[config.mk]
export PLATFORM = sky130hd
export DESIGN_NAME = rltq_engine
export DESIGN_NICKNAME = d
export VERILOG_FILES = /design/src/hw/rtl/rltq_pkg.sv /design/src/hw/rtl/rltq_engine.sv
export SDC_FILE = /design/constraint.sdc
export NUM_CORES = 1
export LEC_CHECK = 0
export BUFFER_PORTS_ARGS = -buffer_cell sky130_fd_sc_hd__buf_2
export CAP_MARGIN = 5
export CELL_PAD_IN_SITES_DETAIL_PLACEMENT = 0
export CELL_PAD_IN_SITES_GLOBAL_PLACEMENT = 1
export CORE_MARGIN = 2
export CORE_UTILIZATION = 45
export CTS_BUF_LIST = sky130_fd_sc_hd__clkbuf_8
export DETAILED_ROUTE_END_ITERATION = 16
export PLACE_DENSITY = 0.93
export SETUP_SLACK_MARGIN = 0.15
export SYNTH_ARGS = -nofsm -noshare
export SYNTH_HDL_FRONTEND = slang
export SYNTH_SLANG_ARGS = --single-unit
[constraint.sdc]
create_clock -name clk -period 8.15 [get_ports clk]
set_clock_uncertainty 0.1 [all_clocks]
set_input_delay 1.2225 -clock clk [delete_from_list [all_inputs] [get_ports clk]]
set_output_delay 1.2225 -clock clk [all_outputs]
set_load 0.01 [all_outputs]
[src/hw/rtl/rltq_pkg.sv]
// Shared types, codes and defaults for the run-length tag queue.
`timescale 1ns / 1ps
`default_nettype none

package rltq_pkg;

  // Default sizes for the top-level parameters
  localparam int NUM_QUEUES_DEF  = 8;
  localparam int QUEUE_DEPTH_DEF = 1024;
  localparam int TAG_BITS_DEF    = 64;
  localparam int MAX_REQUEST_DEF = 64;

  // Refill threshold after reset
  localparam logic [10:0] THR_RESET = 11'd341;

  // Operation codes
  localparam logic [1:0] OP_PUSH    = 2'd0;
  localparam logic [1:0] OP_EXTRACT = 2'd1;
  localparam logic [1:0] OP_END     = 2'd2;

  // Result status codes
  localparam logic [1:0] STAT_OK    = 2'd0;
  localparam logic [1:0] STAT_SHORT = 2'd1;
  localparam logic [1:0] STAT_FULL  = 2'd2;

  // Sequencer states
  typedef enum logic [2:0] {
    S_IDLE,
    S_START,
    S_CHECK,
    S_EVAL,
    S_PUT
  } state_t;

  // Input beat
  typedef struct packed {
    logic [1:0]  operation;
    logic [2:0]  queue_index;
    logic [63:0] run_tag;
    logic [7:0]  run_length;
    logic [6:0]  request_count;
  } in_item_t;

  // Result beat
  typedef struct packed {
    logic [2:0]  result_queue;
    logic [63:0] piece_tag;
    logic [7:0]  piece_count;
    logic        last_piece;
    logic [1:0]  status;
    logic [10:0] queue_level;
    logic        refill_wanted;
  } out_item_t;

endpackage

`default_nettype wire

[src/hw/rtl/rltq_engine.sv]
// Sequencer and shared compare/subtract datapath for queue operations.
`timescale 1ns / 1ps
`default_nettype none

module rltq_engine #(
  parameter int NUM_QUEUES  = rltq_pkg::NUM_QUEUES_DEF,
  parameter int QUEUE_DEPTH = rltq_pkg::QUEUE_DEPTH_DEF,
  parameter int TAG_BITS    = rltq_pkg::TAG_BITS_DEF,
  parameter int MAX_REQUEST = rltq_pkg::MAX_REQUEST_DEF,
  localparam int QW = (NUM_QUEUES > 1) ? $clog2(NUM_QUEUES) : 1,
  localparam int HW = $clog2(QUEUE_DEPTH),
  localparam int LW = $clog2(QUEUE_DEPTH + 1),
  localparam int AW = $clog2(NUM_QUEUES * QUEUE_DEPTH),
  localparam int DW = TAG_BITS + 8
) (
  input  wire logic                clk,
  input  wire logic                rst_n,
  input  wire logic                in_valid,
  output logic                     in_stall,
  input  wire rltq_pkg::in_item_t  in_data,
  input  wire logic [10:0]         thr,
  output logic                     res_valid,
  input  wire logic                res_ready,
  output rltq_pkg::out_item_t      res_data,
  output logic                     mem_wr_en,
  output logic [AW-1:0]            mem_wr_addr,
  output logic [DW-1:0]            mem_wr_data,
  output logic                     mem_rd_en,
  output logic [AW-1:0]            mem_rd_addr,
  input  wire logic [DW-1:0]       mem_rd_data
);

  rltq_pkg::state_t state_r, state_nxt;

  // Per-queue control state
  logic [HW-1:0] head_r [NUM_QUEUES];
  logic [LW-1:0] lvl_r  [NUM_QUEUES];
  logic          end_r  [NUM_QUEUES];

  // Latched beat and working registers
  logic [1:0]          op_r;
  logic [2:0]          q_r;
  logic [TAG_BITS-1:0] tag_r;
  logic [7:0]          len_r;
  logic [6:0]          remain_r;
  logic [AW-1:0]       base_r;
  logic [TAG_BITS-1:0] piece_tag_r;
  logic [7:0]          piece_cnt_r;
  logic [1:0]          status_r;
  logic                last_r;

  logic [QW-1:0]       qidx;
  logic                q_ok;
  logic [HW-1:0]       cur_head;
  logic [LW-1:0]       cur_lvl;
  logic                cur_end;
  logic                full;
  logic                push_wr;
  logic [LW:0]         tail_sum;
  logic [HW-1:0]       tail;
  logic [HW-1:0]       head_inc;
  logic [6:0]          need_sat;
  logic [7:0]          rd_len;
  logic [TAG_BITS-1:0] rd_tag;
  logic [8:0]          diff;
  logic                fits;

  // Select the addressed queue
  assign qidx     = QW'(q_r);
  assign q_ok     = 32'(q_r) < NUM_QUEUES;
  assign cur_head = head_r[qidx];
  assign cur_lvl  = lvl_r[qidx];
  assign cur_end  = end_r[qidx];
  assign full     = cur_lvl >= LW'(QUEUE_DEPTH);
  assign push_wr  = q_ok && (op_r == rltq_pkg::OP_PUSH) && (len_r != 8'd0) && !full;

  // Tail slot: head plus level, wrapped once
  assign tail_sum = (LW + 1)'(cur_head) + (LW + 1)'(cur_lvl);
  assign tail     = (tail_sum >= (LW + 1)'(QUEUE_DEPTH))
                  ? HW'(tail_sum - (LW + 1)'(QUEUE_DEPTH)) : HW'(tail_sum);
  assign head_inc = (cur_head == HW'(QUEUE_DEPTH - 1)) ? '0 : cur_head + 1'b1;

  // Saturate the request
  assign need_sat = (in_data.request_count > 7'(MAX_REQUEST))
                  ? 7'(MAX_REQUEST) : in_data.request_count;

  // Shared unit: head run length minus units still wanted
  assign rd_len = mem_rd_data[7:0];
  assign rd_tag = mem_rd_data[DW-1:8];
  assign diff   = {1'b0, rd_len} - {2'b00, remain_r};
  assign fits   = diff[8] || (diff == 9'd0);

  // Next state
  always_comb begin
    state_nxt = state_r;
    case (state_r)
      rltq_pkg::S_IDLE: begin
        if (in_valid) state_nxt = rltq_pkg::S_START;
      end
      rltq_pkg::S_START: begin
        if (q_ok && (op_r == rltq_pkg::OP_EXTRACT) && (remain_r != 7'd0)) begin
          state_nxt = rltq_pkg::S_CHECK;
        end else begin
          state_nxt = rltq_pkg::S_PUT;
        end
      end
      rltq_pkg::S_CHECK: begin
        state_nxt = (cur_lvl == '0) ? rltq_pkg::S_PUT : rltq_pkg::S_EVAL;
      end
      rltq_pkg::S_EVAL: begin
        state_nxt = rltq_pkg::S_PUT;
      end
      rltq_pkg::S_PUT: begin
        if (res_ready) state_nxt = last_r ? rltq_pkg::S_IDLE : rltq_pkg::S_CHECK;
      end
      default: state_nxt = rltq_pkg::S_IDLE;
    endcase
  end

  // Handshake and memory strobes; hold the input off while in reset
  always_comb begin
    in_stall    = 1'b1;
    res_valid   = 1'b0;
    mem_rd_en   = 1'b0;
    mem_wr_en   = 1'b0;
    mem_wr_addr = base_r + AW'(tail);
    mem_wr_data = {tag_r, len_r};
    case (state_r)
      rltq_pkg::S_IDLE:  in_stall = !rst_n;
      rltq_pkg::S_START: mem_wr_en = push_wr;
      rltq_pkg::S_CHECK: mem_rd_en = (cur_lvl != '0);
      rltq_pkg::S_EVAL: begin
        mem_wr_en   = !fits;
        mem_wr_addr = base_r + AW'(cur_head);
        mem_wr_data = {rd_tag, diff[7:0]};
      end
      rltq_pkg::S_PUT:   res_valid = 1'b1;
      default: ;
    endcase
  end

  assign mem_rd_addr = base_r + AW'(cur_head);

  // Advance the sequencer, update queue control state and clear it in reset
  always_ff @(posedge clk) begin
    if (!rst_n) begin
      state_r <= rltq_pkg::S_IDLE;
      for (int i = 0; i < NUM_QUEUES; i++) begin
        head_r[i] <= '0;
        lvl_r[i]  <= '0;
        end_r[i]  <= 1'b0;
      end
    end else begin
      state_r <= state_nxt;
      case (state_r)
        rltq_pkg::S_START: begin
          if (push_wr) lvl_r[qidx] <= cur_lvl + 1'b1;
          if (q_ok && (op_r == rltq_pkg::OP_END)) end_r[qidx] <= 1'b1;
        end
        rltq_pkg::S_EVAL: begin
          if (fits) begin
            head_r[qidx] <= head_inc;
            lvl_r[qidx]  <= cur_lvl - 1'b1;
          end
        end
        default: ;
      endcase
    end
  end

  // Latch the beat and build each result
  always_ff @(posedge clk) begin
    case (state_r)
      rltq_pkg::S_IDLE: begin
        if (in_valid) begin
          op_r     <= in_data.operation;
          q_r      <= in_data.queue_index;
          tag_r    <= in_data.run_tag[TAG_BITS-1:0];
          len_r    <= in_data.run_length;
          remain_r <= need_sat;
          base_r   <= AW'(32'(in_data.queue_index) * QUEUE_DEPTH);
        end
      end
      rltq_pkg::S_START: begin
        piece_tag_r <= '0;
        piece_cnt_r <= 8'd0;
        last_r      <= 1'b1;
        status_r    <= (q_ok && (op_r == rltq_pkg::OP_PUSH) && (len_r != 8'd0) && full)
                     ? rltq_pkg::STAT_FULL : rltq_pkg::STAT_OK;
      end
      rltq_pkg::S_CHECK: begin
        if (cur_lvl == '0) begin
          piece_tag_r <= '0;
          piece_cnt_r <= 8'd0;
          last_r      <= 1'b1;
          status_r    <= rltq_pkg::STAT_SHORT;
        end
      end
      rltq_pkg::S_EVAL: begin
        piece_tag_r <= rd_tag;
        status_r    <= rltq_pkg::STAT_OK;
        if (fits) begin
          piece_cnt_r <= rd_len;
          remain_r    <= 7'(9'd0 - diff);
          last_r      <= (diff == 9'd0);
        end else begin
          piece_cnt_r <= {1'b0, remain_r};
          remain_r    <= 7'd0;
          last_r      <= 1'b1;
        end
      end
      default: ;
    endcase
  end

  // Result beat
  always_comb begin
    res_data.result_queue  = q_r;
    res_data.piece_tag     = 64'(piece_tag_r);
    res_data.piece_count   = piece_cnt_r;
    res_data.last_piece    = last_r;
    res_data.status        = status_r;
    res_data.queue_level   = q_ok ? 11'(cur_lvl) : 11'd0;
    res_data.refill_wanted = q_ok && (32'(cur_lvl) < 32'(thr)) && !cur_end;
  end

endmodule

`default_nettype wire

Yosys cells after proc, flatten, opt, wreduce, memory -nomap -nowiden. Memory sizes are Yosys's and may differ from the RTL's. A register that Yosys moved wholly into a read port is not among the register bits. Cells that the tools add are included.

Add/sub/neg operators: 9. Multiply operators: 0. Div/mod/pow operators: 0. Order comparisons: 4. Equal/unequal tests: 10. Shifts and indexed selects: 0. Muxes and demuxes: 55. Bitwise logic cells: 1. Reductions and logical operators: 26.

Operators by type and width (number): 64-bit case mux with 3 select lines (1); 72-bit 2-to-1 mux (1); 64-bit 2-to-1 mux (1); 10-bit 2-to-1 mux (3); 3-bit 2-to-1 mux (10); 13-bit by 10-bit adder with 13-bit output (2); 8-bit case mux with 3 select lines (1); 1-bit 2-to-1 mux (22); 11-bit 2-to-1 mux (2); 7-bit 2-to-1 mux (3); 8-bit 2-to-1 mux (2); 3-bit case mux with 5 select lines (1); 7-bit case mux with 2 select lines (1); 13-bit 2-to-1 mux (1); 10-bit by 11-bit adder with 12-bit output (1); 12-bit by 11-bit >= comparator with 1-bit output (second input constant) (1); 11-bit by 1-bit adder with 11-bit output (second input constant) (1); 11-bit >= comparator (second input constant) (1); 11-bit logical NOT (1); 11-bit less-than comparator (1); 11-bit nonzero test (1); 11-bit OR reduction (1); 11-bit by 1-bit subtractor with 11-bit output (second input constant) (1); 10-bit by 1-bit adder with 10-bit output (second input constant) (1); other kinds (29) (44).

Flip-flop bits (word level): 162. Latch bits: 0. Memory bits (writable): 176. ROM bits: 0. Input port bits: 171. Output and inout bits: 192. Logic and storage cells: 118. Memories: 3.

Memory list: lvl_r (words 8, bits a word 11, read ports 1, clocked after Yosys merged registers in 1, wr ports 8, line rltq_engine.sv:37) `logic [LW-1:0] lvl_r [NUM_QUEUES];`; head_r (words 8, bits a word 10, read ports 1, clocked after Yosys merged registers in 1, wr ports 8, line rltq_engine.sv:36) `logic [HW-1:0] head_r [NUM_QUEUES];`; end_r (words 8, bits a word 1, read ports 1, clocked after Yosys merged registers in 1, wr ports 8, line rltq_engine.sv:38) `logic end_r [NUM_QUEUES];`.

Logic depth before layout (Yosys ltp). Gate-level depths: netlist of run 1.

Depth after elaboration: 10. Mapped depth: 22. Gate-level depth less buffers: 18.

Worst setup path after synthesis of run 1. Ideal clock, no wire load.

Kind: register -> register. Start point: reg with a tool-made name. End point: reg last_r, enable pin. Setup time: 533 ps. Arrival: 6260 ps. Data required time: 7517 ps. Setup slack: 1257 ps. Stages on the path, launching flop included: 10. Path buffers: 3. Period minus slack after synthesis: 6893 ps. Cells stage by stage: dfxtp_1 -> clkbuf_1 -> clkbuf_1 -> clkbuf_1 -> mux2i_1 -> inv_1 -> nor4_1 -> and4_1 -> nand2_1 -> a21oi_1.

RTL lines: to (signal assigned) (line rltq_engine.sv:205) `last_r <= (diff == 9'd0);`; to (decl) (line rltq_engine.sv:50) `logic last_r;`.

==> impl_metrics.json, run 1 <==
{
  "path_cells": "buf_4 -> mux4_2 -> mux2i_1 -> inv_1 -> ha_1 -> a21o_1 -> a21oi_1 -> o21ai_0 -> a21oi_1 -> o21bai_1 -> a211oi_1 -> nor2_1 -> a21oi_1 -> nand3b_1 -> buf_2",
  "reg2reg_to": "lvl_r[1][9]",
  "powerDensity_mw_per_mm2": 222,
  "ir_drop_mv": 0.131,
  "fin_crit_sh": 0.776,
  "globalplace.congestion": 0.945,
  "setup.reg_to_reg.worst_slack_ns": 2.53,
  "drt.antenna.violating_nets": 0,
  "cts_sinks": 341,
  "area_growth_syn_to_layout_pct": 19.7,
  "setup_ws_ns": 1.83,
  "yosys.area_share.adder": 0.0300,
  "clockBufferDepth": 3,
  "io_pins": 363,
  "drt-total-wl_mm": 47.5,
  "p_comb_frac": 0.193,
  "place_ws_ns": 1.67,
  "fp-row-count": 69,
  "die-area_sq_mm": 0.0373,
  "rsz0062_at_grt": "false",
  "synthArstFlopShare": 0,
  "min_from": "end_r[6]",
  "clk_pin_slew_ns": 0.06,
  "drtIter0Drc": 808,
  "worst_slew_margin_rel": 0.125,
  "critical_path_class": "flop to output pin",
  "cts_tree": "done",
  "cp-end-kind": "output pin",
  "ys_types": 67,
  "cts_hold_buf": 0,
  "arrival_ns": 5.00,
  "cts_setup_buffers": 0,
  "grt_max_degree": 78,
  "vias": 11700,
  "clk-insertion-delay-late_ns": 0.63,
  "hold_class": "flop to flop",
  "overflow": 0,
  "grt_pass1_vias": 11700,
  "internal_power_mw": 3.01,
  "port-buffer-count": 362,
  "fin_cells": 2092,
  "postSynthCellCount": 1228,
  "r2r_start": "remain_r[0]",
  "worst_pin_slew_ns": 1.30,
  "viasPerCell": 5.60,
  "die_height_um": 193,
  "synth-edff-count": 327,
  "synth_warnings": 0,
  "grt_pass1_wl_mm": 68.3,
  "cp-start-kind": "flop",
  "crit_top_cell": "a21oi_1",
  "crit_required_ns": 6.83,
  "synth_xor_area_frac": 0.0167,
  "synth-simple-area-share": 0.127,
  "sw_frac_of_total": 0.294,
  "dp_cells": 1984,
  "cp_slowest_cell": "dfxtp_2",
  "synth_area_sq_mm": 0.0161,
  "seqPwrFrac": 0.484,
  "hold_viol_final": 0,
  "p_leak_nw": 8.08,
  "ys_seq_elements": 341,
  "grt_usage": 0.244,
  "status": "completed",
  "reg2reg_depth": 16,
  "period_needed_ns": 6.32,
  "max_cap_violations": 0,
  "wl_per_cell_um": 22.7,
  "synth-compound-area-share": 0.0838,
  "syn_area_per_cell_sq_um": 13.1,
  "synth_top_family_by_area": "simple AND/OR/NAND/NOR gates",
  "antenna_found_initial": 5,
  "synth_flop_cell": "edfxtp_1",
  "power.share.clock": 0.323,
  "whs_endpoint": "end_r[6]",
  "post_cts_resize_count": 0,
  "worstHoldPathCells": 1,
  "start_util": 0.454,
  "cts_made_buffers": 56,
  "p_switching_mw": 1.26,
  "htree_levels": 2,
  "ys_seq_area_frac": 0.628,
  "fin_tns_setup_ns": 0,
  "whs_ns": 0.368,
  "root_buffer": "clkbuf_8",
  "cp_max_fo": 22,
  "syn_nets": 1435,
  "drive_gt1_frac": 0.316,
  "yosysTopAreaCell": "edfxtp_1",
  "setup_viol": 0,
  "die_w_um": 193,
  "slowest_delay_ns": 0.80,
  "drc": 0,
  "drtPass1Iterations": 5,
  "slew_viol_final": 0,
  "core-area_sq_mm": 0.0354,
  "muxShareOfSynthArea": 0.0831,
  "final_nets": 1788,
  "synth_top_area_frac": 0.611,
  "yosys-top-cells-area": "edfxtp_1, mux4_2, nor2_1",
  "max_freq_mhz": 158,
  "nFillCells": 3000,
  "place_hpwl_mm": 34.3
}
cells by family (layout without fill, tap and decap cells):
family	Yosys count	count (layout)
AND/OR/NAND/NOR	437	437
flip-flops	341	341
AO/OA/AOI/OAI	192	192
buffers and inverters	115	515
multiplexers	77	77
adder cells (fa/ha/maj)	37	37
XOR/XNOR	29	29
other	0	3
power by group through the flow:
stage | clock [mW] | sequential [mW] | combinational (mW)
final | 1.38 | 2.06 | 0.824
after detailed placement | 0 | 2.10 | 0.818
after floorplan | 0 | 2.08 | 0.511
after global routing | 1.48 | 2.07 | 0.894
after CTS | 1.40 | 2.06 | 0.823
after global placement | 0 | 2.09 | 0.805
registers in the layout (all words and copies together) (netlist names), named ones only:
| name | flops |
|---|---|
| end_r | 8 |
| tag_r | 64 |
| piece_tag_r | 64 |
| state_r | 3 |
| head_r | 80 |
| last_r | 1 |
| piece_cnt_r | 8 |
| status_r | 2 |
| remain_r | 7 |
| op_r | 2 |
| lvl_r | 88 |
| len_r | 8 |
| q_r | 3 |
per-layer routing:
layer  vias up  global-route usage  wire (um)
li1       5222                   -          -
met1      5735               0.300      17300
met2       624               0.397      22800
met3       142              0.0641       4960
met4         2               0.132       2460
met5         -                   0         11
cell usage after synthesis (all sizes together), types with 3 or more instances:
cell type,count
nor3,30
o21a,3
a221oi,3
xnor2,24
edfxtp,327
nand2b,4
o2111ai,3
o21ai,25
xor2,5
o31ai,8
nor2,194
nor2b,10
mux2i,21
fa,3
nand3b,10
a21o,73
a211oi,4
a21oi,46
buf,25
nor4,7
a32o,4
inv,40
nor3b,3
or3,5
ha,33
and2,69
nand3,15
and3,4
nand2,79
a22o,4
mux2,12
mux4,44
dfxtp,14
clkbuf,50
how the worst max path moves through the flow:
stage	endpoint	depth (start not counted)
after global routing	mem_wr_addr[8]	15
after floorplan	last_r	9
after CTS	mem_wr_addr[9]	14
after detailed placement	lvl_r[1][9]	19
after global placement	lvl_r[5][9]	19
final	mem_wr_addr[9]	15
critical path, delay by kind of cell (launching register included):
kind | cells | cell delay (ns)
buffers and inverters | 3 | 0.94
adder cells (fa/ha/maj) | 1 | 0.37
multiplexers | 2 | 0.89
AND/OR/NAND/NOR | 2 | 0.21
AO/OA/AOI/OAI | 7 | 1.18
flip-flops | 1 | 0.80
area by class of cell:
class / instances / area (sq um) / area share
Tap cell: 461 / 577 / 0.0300
Sequential cell: 341 / 10100 / 0.525
Multi-Input combinational cell: 772 / 5500 / 0.286
Clock buffer: 57 / 785 / 0.0408
Timing Repair Buffer: 370 / 1880 / 0.0979
Inverter: 40 / 150 / 0.00780
Clock inverter: 48 / 234 / 0.0122
Antenna cell: 3 / 7.51 / 0.000390
cells in the final DEF (no fill, tap or decap), types with 5 or more instances in the layout:
master    instances
a21oi_1          43
a21o_1           73
o21ai_0          24
inv_1            59
mux2_2           12
mux4_2           44
nand3b_1         10
clkinv_1         19
nor2b_1          10
edfxtp_1        327
dfxtp_1          12
and2_1           69
or3_1             5
buf_4             7
ha_1             33
xnor2_1          22
mux2i_1          21
nor2_1          192
o31ai_1           7
xor2_1            5
nor4_1            7
buf_2           362
nor3_1           28
nand3_1          15
nand2_1          78
clkinv_2          5
clkbuf_8         57
per-stage QoR:
stage	area (sq um)	utilization	power [mW]
2_1_floorplan	16100	-	2.60
3_3_place_gp	18200	0.515	2.90
3_5_place_dp	18200	0.515	2.92
4_1_cts	19200	0.543	4.28
5_1_grt	19200	0.544	4.44
6_report	19200	0.544	4.27
(Power assumes the default switching activity.)
==> run 2, diff against run 1 <==
--- a/config.mk
+++ b/config.mk
@@ -10,10 +10,10 @@
 export CELL_PAD_IN_SITES_DETAIL_PLACEMENT = 0
 export CELL_PAD_IN_SITES_GLOBAL_PLACEMENT = 1
 export CORE_MARGIN = 2
-export CORE_UTILIZATION = 45
+export CORE_UTILIZATION = 41
 export CTS_BUF_LIST = sky130_fd_sc_hd__clkbuf_8
 export DETAILED_ROUTE_END_ITERATION = 16
-export PLACE_DENSITY = 0.93
+export PLACE_DENSITY = 0.9
 export SETUP_SLACK_MARGIN = 0.15
 export SYNTH_ARGS = -nofsm -noshare
 export SYNTH_HDL_FRONTEND = slang
==> constraint.sdc (replaced) <==
create_clock -name clk -period 5.5 [get_ports clk]
set_clock_uncertainty 0.1 [all_clocks]
set_input_delay 0.825 -clock clk [delete_from_list [all_inputs] [get_ports clk]]
set_output_delay 0.825 -clock clk [all_outputs]
set_load 0.01 [all_outputs]
==> run 2 against run 1 <==
  * Total power rose by 54%
  * Clock-buffer cell count did not move
  * Largest power group unchanged
  * Setup slack got worse by 1.4 ns
  * Critical endpoint is now mem_wr_addr[8]
  * Global-route usage fell by 1.5 points
  * Utilization fell by 2.9 points
  * Largest cell class unchanged
  * Die area rose by 9.6%
==> impl_metrics.json, run 2 (synthesis results as in run 1) <==
{
  "hold_class": "input port to flop",
  "ir_drop_mv": 0.168,
  "dpl-instance-area_sq_mm": 0.0187,
  "cp-end-kind": "output pin",
  "crit_required_ns": 4.58,
  "drive_gt1_frac": 0.347,
  "nFillCells": 3352,
  "period_needed_ns": 5.05,
  "rsz0062_at_grt": "false",
  "cp-start-kind": "flop",
  "r2r_start": "remain_r[0]",
  "reg2reg_depth": 17,
  "sw_frac_of_total": 0.290,
  "grt_max_degree": 88,
  "overflow": 0,
  "arrival_ns": 4.12,
  "status": "completed",
  "grt_pass1_wl_mm": 70.7,
  "worstHoldPathCells": 1,
  "seqPwrFrac": 0.463,
  "cts_sinks": 341,
  "final_area_sq_mm": 0.0199,
  "hold_viol_final": 0,
  "start_util": 0.416,
  "setup.reg_to_reg.worst_slack_ns": 0.69,
  "top_register": "lvl_r",
  "top_regs": "lvl_r: 88 flops, head_r: 80 flops",
  "fin_tns_setup_ns": 0,
  "vias": 11800,
  "die-area_sq_mm": 0.0408,
  "drt-total-wl_mm": 48.0,
  "drc": 0,
  "grt_pass1_vias": 11800,
  "setup_viol": 0,
  "reg2reg_to": "lvl_r[6][7]",
  "globalplace.congestion": 0.956,
  "whs_endpoint": "tag_r[57]",
  "min_from": "in_data[72]",
  "slew_viol_final": 0,
  "cp_max_fo": 13,
  "core-area_sq_mm": 0.0386,
  "clk_pin_slew_ns": 0.07,
  "p_comb_frac": 0.199,
  "grt_usage": 0.229,
  "final_nets": 1839,
  "io_pins": 363,
  "place_hpwl_mm": 35.4,
  "drt.antenna.violating_nets": 0,
  "p_leak_nw": 8.35,
  "cts_made_buffers": 55,
  "drtIter0Drc": 1058,
  "critical_path_class": "flop to output pin",
  "mostFrequentLayoutCell": "buf_2",
  "worst_slew_margin_rel": 0.241,
  "area_growth_syn_to_layout_pct": 23.6,
  "p_switching_mw": 1.90,
  "root_buffer": "clkbuf_8",
  "port-buffer-count": 362,
  "fp-row-count": 72,
  "wl_per_cell_um": 21.9,
  "powerDensity_mw_per_mm2": 330,
  "internal_power_mw": 4.66,
  "antenna_found_initial": 6,
  "htree_levels": 2,
  "cts_tree": "done",
  "clockBufferDepth": 3,
  "max_cap_violations": 0,
  "fin_crit_sh": 0.918,
  "drtPass1Iterations": 5,
  "die_height_um": 202,
  "power.share.clock": 0.338,
  "viasPerCell": 5.38,
  "final_cell_mix": "buf_2, edfxtp_1, nor2_1",
  "worst_pin_slew_ns": 1.13,
  "die_w_um": 202,
  "clk-insertion-delay-late_ns": 0.66,
  "largest_reg_flops": 88,
  "max_freq_mhz": 198
}
-- run 2: cell count changes in the layout (fill, tap and decap cells not counted), sizes merged --
cell,previous run,this run
bufinv,1,4
diode,3,2
buf,370,422
inv,61,56
clkinv,25,20
clkinvlp,1,4
-- run 2: per-stage QoR --
step / instances / power, mW / hold WS, ns / util / setup WS, ns
after floorplan: 1228 / 3.84 / 0.334 / - / 0.287
after global placement: 2091 / 4.36 / 0.340 / 0.484 / 0.228
after detailed placement: 2091 / 4.38 / 0.352 / 0.484 / 0.182
after CTS: 2192 / 6.59 / 0.185 / 0.513 / 0.206
after global routing: 2195 / 6.82 / 0.211 / 0.514 / 0.192
final: 2196 / 6.56 / 0.239 / 0.514 / 0.451
-- run 2: cell type report --
| cell class | instances | area (sq um) | area share |
|---|---|---|---|
| Clock inverter | 44 | 317 | 0.0159 |
| Antenna cell | 2 | 5.00 | 0.000252 |
| Multi-Input combinational cell | 772 | 5520 | 0.278 |
| Inverter | 40 | 150 | 0.00755 |
| Timing Repair Buffer | 422 | 2340 | 0.118 |
| Sequential cell | 341 | 10100 | 0.509 |
| Clock buffer | 57 | 785 | 0.0395 |
| Tap cell | 518 | 648 | 0.0326 |
-- run 2: what timing repair did --
item                                    CTS  global route
hold buffers                              0             0
buffers inserted                          0             2
endpoints found under the setup margin    4             3
resized for setup                         2             8
pin swaps                                 0             1
-- run 2: metal layers --
layer  part of all wire  global-route usage  vias to the layer above
met5            0.00027                   0                        -
met4              0.031              0.0882                        2
met3              0.081              0.0440                      103
met2               0.51               0.405                      576
met1               0.38               0.277                     5816
li1                   -                   -                     5325
-- run 2: worst max path at each step --
stage / start / to / slack, ns / cells past startpoint
after CTS: flop / mem_wr_addr[9] / 0.21 / 16
after global placement: mem_rd_data[0] / lvl_r[5][9] / 0.23 / 19
after detailed placement: mem_rd_data[0] / lvl_r[3][9] / 0.18 / 18
after global routing: flop / mem_wr_addr[9] / 0.19 / 17
after floorplan: flop / last_r / 0.29 / 9
final: flop / mem_wr_addr[8] / 0.45 / 15
-- run 2: power by group through the flow --
stage / combinational [mW] / clock, mW / sequential, mW
floorplan: 0.758 / 0 / 3.09
CTS: 1.29 / 2.26 / 3.04
global route: 1.41 / 2.36 / 3.05
detailed placement: 1.28 / 0 / 3.10
global placement: 1.27 / 0 / 3.09
finish: 1.30 / 2.22 / 3.04
-- run 2: worst max-delay path, stage by stage (launching register included) --
cell and delay (ns):
dfxtp_4 0.46, buf_6 0.21, mux4_2 0.51, mux2i_1 0.19, inv_1 0.21, ha_1 0.39
nor2b_1 0.15, o21ai_1 0.17, a21boi_0 0.14, o21ai_0 0.18, nand2b_1 0.11, a21o_1 0.19
a21oi_1 0.16, xor2_1 0.17, mux2i_1 0.09, buf_2 0.16
